### config.mk
export PLATFORM = sky130hd
export DESIGN_NAME = mwu_dir_pick
export DESIGN_NICKNAME = d
export VERILOG_FILES = /design/src/hdl/mwu_pkg.sv /design/src/hdl/mwu_dir_pick.sv
export SDC_FILE = /design/constraint.sdc
export NUM_CORES = 1
export LEC_CHECK = 0
export ABC_AREA = 0
export BUFFER_PORTS_ARGS = -buffer_cell sky130_fd_sc_hd__buf_2
export CORE_MARGIN = 4
export CORE_UTILIZATION = 54
export DETAILED_ROUTE_END_ITERATION = 10
export PLACE_DENSITY = 0.91
export SYNTH_ARGS = -nofsm -noshare
export SYNTH_HDL_FRONTEND = slang
export SYNTH_SLANG_ARGS = --single-unit
### constraint.sdc
create_clock -name vclk -period 25.6
set_input_delay 2.56 -clock vclk [all_inputs]
set_output_delay 2.56 -clock vclk [all_outputs]
set_load 0.05 [all_outputs]
### src/hdl/mwu_pkg.sv
// Shared types and codes for the maze wall union engine.
package mwu_pkg;

  // Field widths fixed by the interface
  localparam int ROW_W  = 5;
  localparam int SIZE_W = 6;
  localparam int RV_W   = 16;
  localparam int CFG_W  = 6;
  localparam int CFGI_W = 1;

  // Direction codes as reported on out_direction
  localparam logic [1:0] DIR_N = 2'd0;
  localparam logic [1:0] DIR_S = 2'd1;
  localparam logic [1:0] DIR_E = 2'd2;
  localparam logic [1:0] DIR_W = 2'd3;

  // Configuration register indexes
  localparam logic [CFGI_W-1:0] CFG_NUM_ROWS = 1'b0;
  localparam logic [CFGI_W-1:0] CFG_NUM_COLS = 1'b1;

  // Outcome of the direction pick for the current word
  typedef struct packed {
    logic              bad;
    logic [1:0]        dir;
    logic [SIZE_W-1:0] nbr_row;
    logic [SIZE_W-1:0] nbr_col;
  } pick_t;

endpackage

### src/hdl/mwu_dir_pick.sv
// Picks an allowed direction for a cell and works out the neighbour.
module mwu_dir_pick (
  input  logic [mwu_pkg::ROW_W-1:0]  row,
  input  logic [mwu_pkg::ROW_W-1:0]  col,
  input  logic [mwu_pkg::SIZE_W-1:0] rows,
  input  logic [mwu_pkg::SIZE_W-1:0] cols,
  input  logic [mwu_pkg::RV_W-1:0]   rand_val,
  output mwu_pkg::pick_t             pick
);

  logic [mwu_pkg::SIZE_W-1:0] lr;
  logic [mwu_pkg::SIZE_W-1:0] lc;
  logic [mwu_pkg::SIZE_W-1:0] row_w;
  logic [mwu_pkg::SIZE_W-1:0] col_w;
  logic                       top_e, bot_e, lft_e, rgt_e;
  logic [1:0]                 m3;
  logic [1:0]                 dir;

  // Value mod 3: 2-bit digits have weight 4^k, which is 1 mod 3
  function automatic logic [1:0] mod3(input logic [mwu_pkg::RV_W-1:0] v);
    logic [4:0] s;
    logic [3:0] t1;
    logic [2:0] t2;
    s = '0;
    for (int i = 0; i < mwu_pkg::RV_W / 2; i++) begin
      s = s + 5'(v[2*i +: 2]);
    end
    t1 = 4'(s[4:2]) + 4'(s[1:0]);
    t2 = 3'(t1[3:2]) + 3'(t1[1:0]);
    if (t2 >= 3'd3) begin
      t2 = t2 - 3'd3;
    end
    return t2[1:0];
  endfunction

  assign row_w = {1'b0, row};
  assign col_w = {1'b0, col};
  assign lr    = rows - 6'd1;
  assign lc    = cols - 6'd1;
  assign top_e = (row_w == '0);
  assign bot_e = (row_w == lr);
  assign lft_e = (col_w == '0);
  assign rgt_e = (col_w == lc);
  assign m3    = mod3(rand_val);

  // Direction choice: interior first, then corners, then edges
  always_comb begin
    if (!top_e && !bot_e && !lft_e && !rgt_e) begin
      dir = rand_val[1:0];
    end else if (top_e && rgt_e) begin
      dir = rand_val[0] ? mwu_pkg::DIR_W : mwu_pkg::DIR_S;
    end else if (bot_e && lft_e) begin
      dir = rand_val[0] ? mwu_pkg::DIR_E : mwu_pkg::DIR_N;
    end else if (top_e && lft_e) begin
      dir = rand_val[0] ? mwu_pkg::DIR_E : mwu_pkg::DIR_S;
    end else if (bot_e && rgt_e) begin
      dir = rand_val[0] ? mwu_pkg::DIR_W : mwu_pkg::DIR_N;
    end else if (top_e) begin
      case (m3)
        2'd0:    dir = mwu_pkg::DIR_S;
        2'd1:    dir = mwu_pkg::DIR_E;
        default: dir = mwu_pkg::DIR_W;
      endcase
    end else if (bot_e) begin
      case (m3)
        2'd0:    dir = mwu_pkg::DIR_N;
        2'd1:    dir = mwu_pkg::DIR_E;
        default: dir = mwu_pkg::DIR_W;
      endcase
    end else if (lft_e) begin
      case (m3)
        2'd0:    dir = mwu_pkg::DIR_N;
        2'd1:    dir = mwu_pkg::DIR_S;
        default: dir = mwu_pkg::DIR_E;
      endcase
    end else begin
      case (m3)
        2'd0:    dir = mwu_pkg::DIR_N;
        2'd1:    dir = mwu_pkg::DIR_S;
        default: dir = mwu_pkg::DIR_W;
      endcase
    end
  end

  // Neighbour cell and bounds check
  always_comb begin
    pick.bad     = (row_w >= rows) || (col_w >= cols);
    pick.dir     = dir;
    pick.nbr_row = row_w;
    pick.nbr_col = col_w;
    case (dir)
      mwu_pkg::DIR_N: pick.nbr_row = row_w - 6'd1;
      mwu_pkg::DIR_S: pick.nbr_row = row_w + 6'd1;
      mwu_pkg::DIR_E: pick.nbr_col = col_w + 6'd1;
      default:        pick.nbr_col = col_w - 6'd1;
    endcase
  end

endmodule

==> run metrics, run 1 <==
status completed; first-pass GRT wire length 6175 um; Final Cycle Share 50.13%; Tightest Hold Check Type in -> out; total grt overflow 0; n_diodes 0; Worst Path Arrival 10.27 ns; Final Critical Period 12.83 ns; RSZ-0062 raised after global routing no; Fin. Hold Viols 0; Post-Synthesis Cell Area 0.001649 mm2; Yosys warning count 0; cts repair resizes 0; Critical Path Fanout Max 21; antenna violations before repair 0; vias in the first global route 1,527; Starting Density 58.29%; Core ar. 0.002829 mm2; first-pass iteration count of the detailed router 4; hold-fix buffer count after cts 0; crit path kind in -> out; GRT Util Overall 18.05%; final WL 3675 um; maxcap violations 0; setup bufs post-CTS 0; final sequential cell count 0; area of the multi-input gates 0.001513 mm2; Setup Total Neg Slack 0 ns; wire per inst 12.80 um; # rows 19; share of cells above drive strength 1 24.61%; Netlist cell types 39; max-slew violations 0; PortBufs 53; Max Freq 77.92 MHz; required time of the critical path 23.04 ns; relative slew slack 72.80%; syn avg cell area 8.044 um2; fill count 248; gpl congestion 0.8193; num ports 53; CP Launch Type input pin; endpoints failing setup 0; Cells after Synth 205; die width 63.26 um; final net count 340; largest net degree at the start of global routing 22; measured slew at the worst slew-check pin 0.4071 ns; Syn Nets 287; number of vias per cell 5.418; # clk buffers 0; remaining antenna violation count 0; FF+latch area 0 um2; sequential fraction of the synthesis area 0%; Die Y 63.26 um; die area 0.004002 mm2; HPWL after DPL 3280 um; Crit. End Element output port; vias post-DR 1,555; # DRC 0; Area growth syn-to-layout 17.68%; DR iter-0 viols 23
cells in the mapped netlist (2+ instances only):
cell      count  share of area, %
ha_1         29                22
o21bai_1      3               1.4
mux2_4        2               1.8
o21ai_0      11               3.3
xor2_1        6               3.2
inv_1        33               7.5
nor3_1       11               3.3
nand2b_1      6               2.3
fa_1         15                18
a21o_1        4               1.8
a21oi_1      14               4.2
mux2i_1       2               1.2
nor2b_1       4               1.5
xnor2_1      13               6.9
nand2_1       8               1.8
nor2_1       17               3.9
mux2_2        5               3.4
logic make-up (layout without fill, tap and decap cells):
| family | count (synthesis) | in the layout | synth area share [%] |
|---|---|---|---|
| fa+ha+maj | 44 | 44 | 40.21 |
| mux | 10 | 10 | 7.815 |
| buf+inv | 35 | 86 | 8.270 |
| compound gates | 43 | 43 | 17.30 |
| xor+xnor | 19 | 19 | 10.09 |
| simple gates | 54 | 54 | 16.31 |
path summary, 6_finish.rpt:
path,slack [ns],from,end,depth (start not counted)
hold / removal,5.49,rows[5],pick[14],3
setup / recovery,12.77,rand_val[7],pick[11],28
per-stage QoR:
stage | hold slack [ns] | cells | worst slack (ns) | instance area [um2] | util (%)
floorplan | 5.398 | 205 | 12.56 | 1649 | -
global placement | 5.486 | 287 | 12.90 | 1941 | 68.60
detailed placement | 5.489 | 287 | 12.76 | 1941 | 68.60
CTS | 5.491 | 287 | 12.74 | 1941 | 68.60
global route | 5.511 | 287 | 12.35 | 1941 | 68.60
finish | 5.493 | 287 | 12.77 | 1941 | 68.60
metal layers:
metal	global-route usage (%)	routed length, um	up-vias	part of all wire [%]
li1	-	-	807	-
met1	22.71	1622	717	44
met2	34.65	1882	29	51
met3	1.243	154	2	4.2
met4	1.617	17	0	0.46
met5	0	0	-	0
worst max-delay path, stage by stage:
cell	delay, ns
buf_2	0.07
inv_1	0.04
fa_1	0.52
inv_1	0.05
fa_1	0.46
fa_1	0.57
fa_1	0.43
ha_1	0.24
fa_1	0.44
ha_1	0.22
fa_1	0.38
xnor2_1	0.14
ha_1	0.20
fa_1	0.53
ha_1	0.25
nor3_1	0.27
mux2_2	0.38
mux4_2	0.68
inv_1	0.11
nand2_1	0.15
ha_1	0.32
a21o_1	0.17
a21oi_1	0.21
o21bai_1	0.10
a21oi_1	0.19
nor2b_1	0.15
mux2_4	0.15
buf_2	0.26
final cells by class:
class              count  share of cell area (%)
well taps             31                   1.999
repair buffers        53                   13.67
inverters             33                   6.383
multi-input cells    170                   77.95
layout by cell type (no fill, tap or decap), drive strengths merged, types with 7 or more instances in the layout:
cell type / instances
nand2: 8
o21ai: 11
ha: 29
mux2: 7
nor3: 11
buf: 53
xnor2: 13
inv: 33
fa: 15
nor2: 17
a21oi: 14
Power of run 1 is left out: the tool's default activity adds up to more than one toggle a clock period on the data nets, which glitch-free logic cannot reach.
==> run 2, diff against run 1 <==
Clock period 25.6 ns to 11.9 ns, I/O delays scaled along.
==> run 2 against run 1 <==
- utilization unchanged
- via count up 0.19%
- final area unchanged
- critical path depth is 2 lower
- non-clock buffer count unchanged
- hold slack got worse by 2.7 ns
==> run metrics, run 2 (synthesis results as in run 1) <==
Max Freq 99.29 MHz; Die Y 63.26 um; maxcap violations 0; n_diodes 0; # clk buffers 0; largest stage delay on the critical path 0.67 ns; status completed; Final Cycle Share 84.63%; Final Critical Period 10.07 ns; remaining antenna violation count 0; PortBufs 53; total grt overflow 0; measured slew at the worst slew-check pin 0.3905 ns; Slowest cell on crit path mux4_2; final sequential cell count 0; setup bufs post-CTS 0; final WL 3596 um; commonest non-fill, non-tap cell in the layout buf_2; RSZ-0062 raised after global routing no; die width 63.26 um; Most Used Layer, Global Route met2; Starting Density 58.29%; final net count 340; endpoints failing setup 0; DR iter-0 viols 28; number of vias per cell 5.429; die area 0.004002 mm2; largest net degree at the start of global routing 22; # rows 19; first-pass iteration count of the detailed router 4; DP Cell Count 287; CP Launch Type input pin; post-route insts no fill 287; share of cells above drive strength 1 24.61%; hold-fix buffer count after cts 0; Tightest Hold Check Type in -> out; Worst Path Arrival 8.88 ns; most frequent cells in the layout buf_2 (53), inv_1 (33), ha_1 (29), nor2_1 (17), fa_1 (15); wire per inst 12.53 um; gpl congestion 0.8194; HPWL after DPL 3241 um; antenna violations before repair 0; relative slew slack 73.97%; Core ar. 0.002829 mm2; Most common cell on crit path fa_1; vias post-DR 1,558; vias in the first global route 1,518; crit path kind in -> out; FF+latch area 0 um2; required time of the critical path 10.71 ns; global routing usage on met1 23.14%; cts repair resizes 0; met2 usage 34.78%; max-slew violations 0; fill count 229; Critical Path Fanout Max 21; met3 usage 1.421%; # DRC 0; Crit. End Element output port; Setup Total Neg Slack 0 ns; GRT Util Overall 18.09%; first-pass GRT wire length 6189 um; Area growth syn-to-layout 17.68%; Fin. Hold Viols 0; num ports 53
[run 2: cell counts in the layout (fill, tap and decap cells not counted)]
Identical to the previous run, type by type.
[run 2: per-layer routing]
metal,vias up,part of all wire [%]
met2,32,53
met4,0,0
met1,714,44
li1,812,-
met3,0,3.9
met5,-,0
[run 2: path summary, 6_finish.rpt]
check,from,endpoint,slack (ns),depth (start not counted)
max,rand_val[1],pick[11],1.83,26
min,rows[5],pick[14],2.75,3
[run 2: cell type report]
cell class,instances,area [um2],share of cell area (%)
Timing Repair Buffer,53,265.3,13.67
Inverter,33,123.9,6.383
Multi-Input combinational cell,170,1513,77.95
Tap cell,31,38.79,1.999
[run 2: worst max-delay path, delay by kind of cell]
family | cells | cell delay [ns]
fa+ha+maj | 12 | 4.62
mux | 3 | 1.20
compound gates | 4 | 0.69
simple gates | 3 | 0.55
buf+inv | 3 | 0.49
xor+xnor | 1 | 0.14
[run 2: stage by stage]
step	worst slack [ns]	instance area, um2	util [%]	hold slack [ns]
2_1_floorplan	1.600	1649	-	2.658
3_3_place_gp	1.936	1941	68.60	2.746
3_5_place_dp	1.833	1941	68.60	2.748
4_1_cts	1.821	1941	68.60	2.749
5_1_grt	1.357	1941	68.60	2.774
6_report	1.829	1941	68.60	2.746
Power of run 2 is left out for the same reason.
==> run 3, diff against run 2 <==
Clock period 11.9 ns to 9.4 ns, I/O delays scaled along.
==> run 3 against run 2 <==
- routed wire length is 4.2% higher
- global-route usage is 0.66 points lower
- hold slack worse by 0.49 ns
- sequential cell count stayed put
- critical path depth is 1 higher
- die area stayed put
- first-iteration DRC count is 3.6% higher
- cell count is 2.8% higher
- final area is 4.8% higher
- utilization is 3.3 points higher
- worst setup slack worse by 1.5 ns
==> run metrics, run 3 (synthesis results as in run 1) <==
status completed; crit path kind in -> out; Area growth syn-to-layout 23.29%; gpl congestion 0.7741; RSZ-0062 raised after global routing yes; DR iter-0 viols 29; wire per inst 12.70 um; commonest non-fill, non-tap cell in the layout buf_2; largest stage delay on the critical path 0.58 ns; Tightest Hold Check Type in -> out; CP delay by family, top adder cells; CP bufs+invs 5; Most common cell on crit path fa_1; total grt overflow 0; fill count 231; # DRC 0; Worst Slack Setup Final 0.3544 ns; antenna violations before repair 0; num ports 53; Die Y 63.26 um; PortBufs 53; endpoints failing setup 0; GRT Util Overall 17.43%; vias post-DR 1,629; number of vias per cell 5.522; measured slew at the worst slew-check pin 0.3675 ns; FF+latch area 0 um2; Core ar. 0.002829 mm2; die area 0.004002 mm2; # clk buffers 0; Hold Crit Depth 3; Final Cycle Share 96.23%; first-pass GRT wire length 5982 um; area of the multi-input gates 0.001536 mm2; share of cells above drive strength 1 29.55%; Fin. Hold Viols 0; pre-CTS setup slack 0.02883 ns; max-slew violations 0; final WL 3746 um; die width 63.26 um; Critical Path Fanout Max 4; remaining antenna violation count 0; relative slew slack 75.45%; worst hold start rows[5]; largest net degree at the start of global routing 20; Crit. End Element output port; most frequent cells in the layout buf_2 (51), inv_1 (33), ha_1 (28), nor2_1 (16), fa_1 (15); maxcap violations 0; final sequential cell count 0; n_diodes 0; CP Launch Type input pin; Starting Density 58.29%; worst hold endpoint pick[14]; required time of the critical path 8.46 ns; HPWL after DPL 3238 um; final net count 348; # rows 19; Slowest cell on crit path fa_1; Final Critical Period 9.046 ns; Worst Path Arrival 8.11 ns; vias in the first global route 1,462; Max Freq 110.6 MHz; first-pass iteration count of the detailed router 4
==> run 3: worst max-delay path by stage <==
| stage | startpoint | endpoint | slack (ns) | cells after the start |
|---|---|---|---|---|
| final | rand_val[7] | pick[4] | 0.35 | 27 |
| after global routing | rand_val[7] | pick[5] | -0.04 | 31 |
| after CTS | rand_val[7] | pick[11] | 0.01 | 28 |
| after detailed placement | rand_val[7] | pick[11] | 0.03 | 28 |
| after global placement | rand_val[7] | pick[11] | 0.23 | 28 |
| after floorplan | rand_val[7] | pick[5] | -0.06 | 28 |
==> run 3: timing repair <==
action,in CTS,in global routing
gates resized for setup,0,11
buffers inserted,0,5
endpoints found under the setup margin,0,5
hold buffers,0,0
==> run 3: tightest hold or removal path: cells and delay by family <==
kind | cells | cell delay [ns]
buffers and inverters | 2 | 0.31
AOI/OAI and AO/OA | 1 | 0.06
==> run 3: area by class of cell <==
class | instances | share of cell area, %
multi-input combinational | 170 | 75.57
timing repair buffer | 61 | 16.43
inverter | 33 | 6.092
tap | 31 | 1.908
==> run 3: routing by layer <==
metal  up-vias  global-route usage, %  part of all wire (%)
li1        821                      -                     -
met1       764                  21.44                    41
met2        44                  33.99                    52
met3         0                  2.309                   6.2
met4         0                      0                     0
met5         -                      0                     0
==> run 3: through the flow <==
step | util, % | std cells | cell area, um2 | hold WS [ns] | TNS, ns
3_5_place_dp | 69.53 | 290 | 1967 | 2.248 | 0
4_1_cts | 69.53 | 290 | 1967 | 2.248 | 0
3_3_place_gp | 69.53 | 290 | 1967 | 2.241 | 0
2_1_floorplan | - | 205 | 1653 | 2.158 | -0.1001
6_report | 71.87 | 295 | 2033 | 2.254 | 0
5_1_grt | 71.87 | 295 | 2033 | 2.273 | -0.08304
Power of run 3 is left out for the same reason.
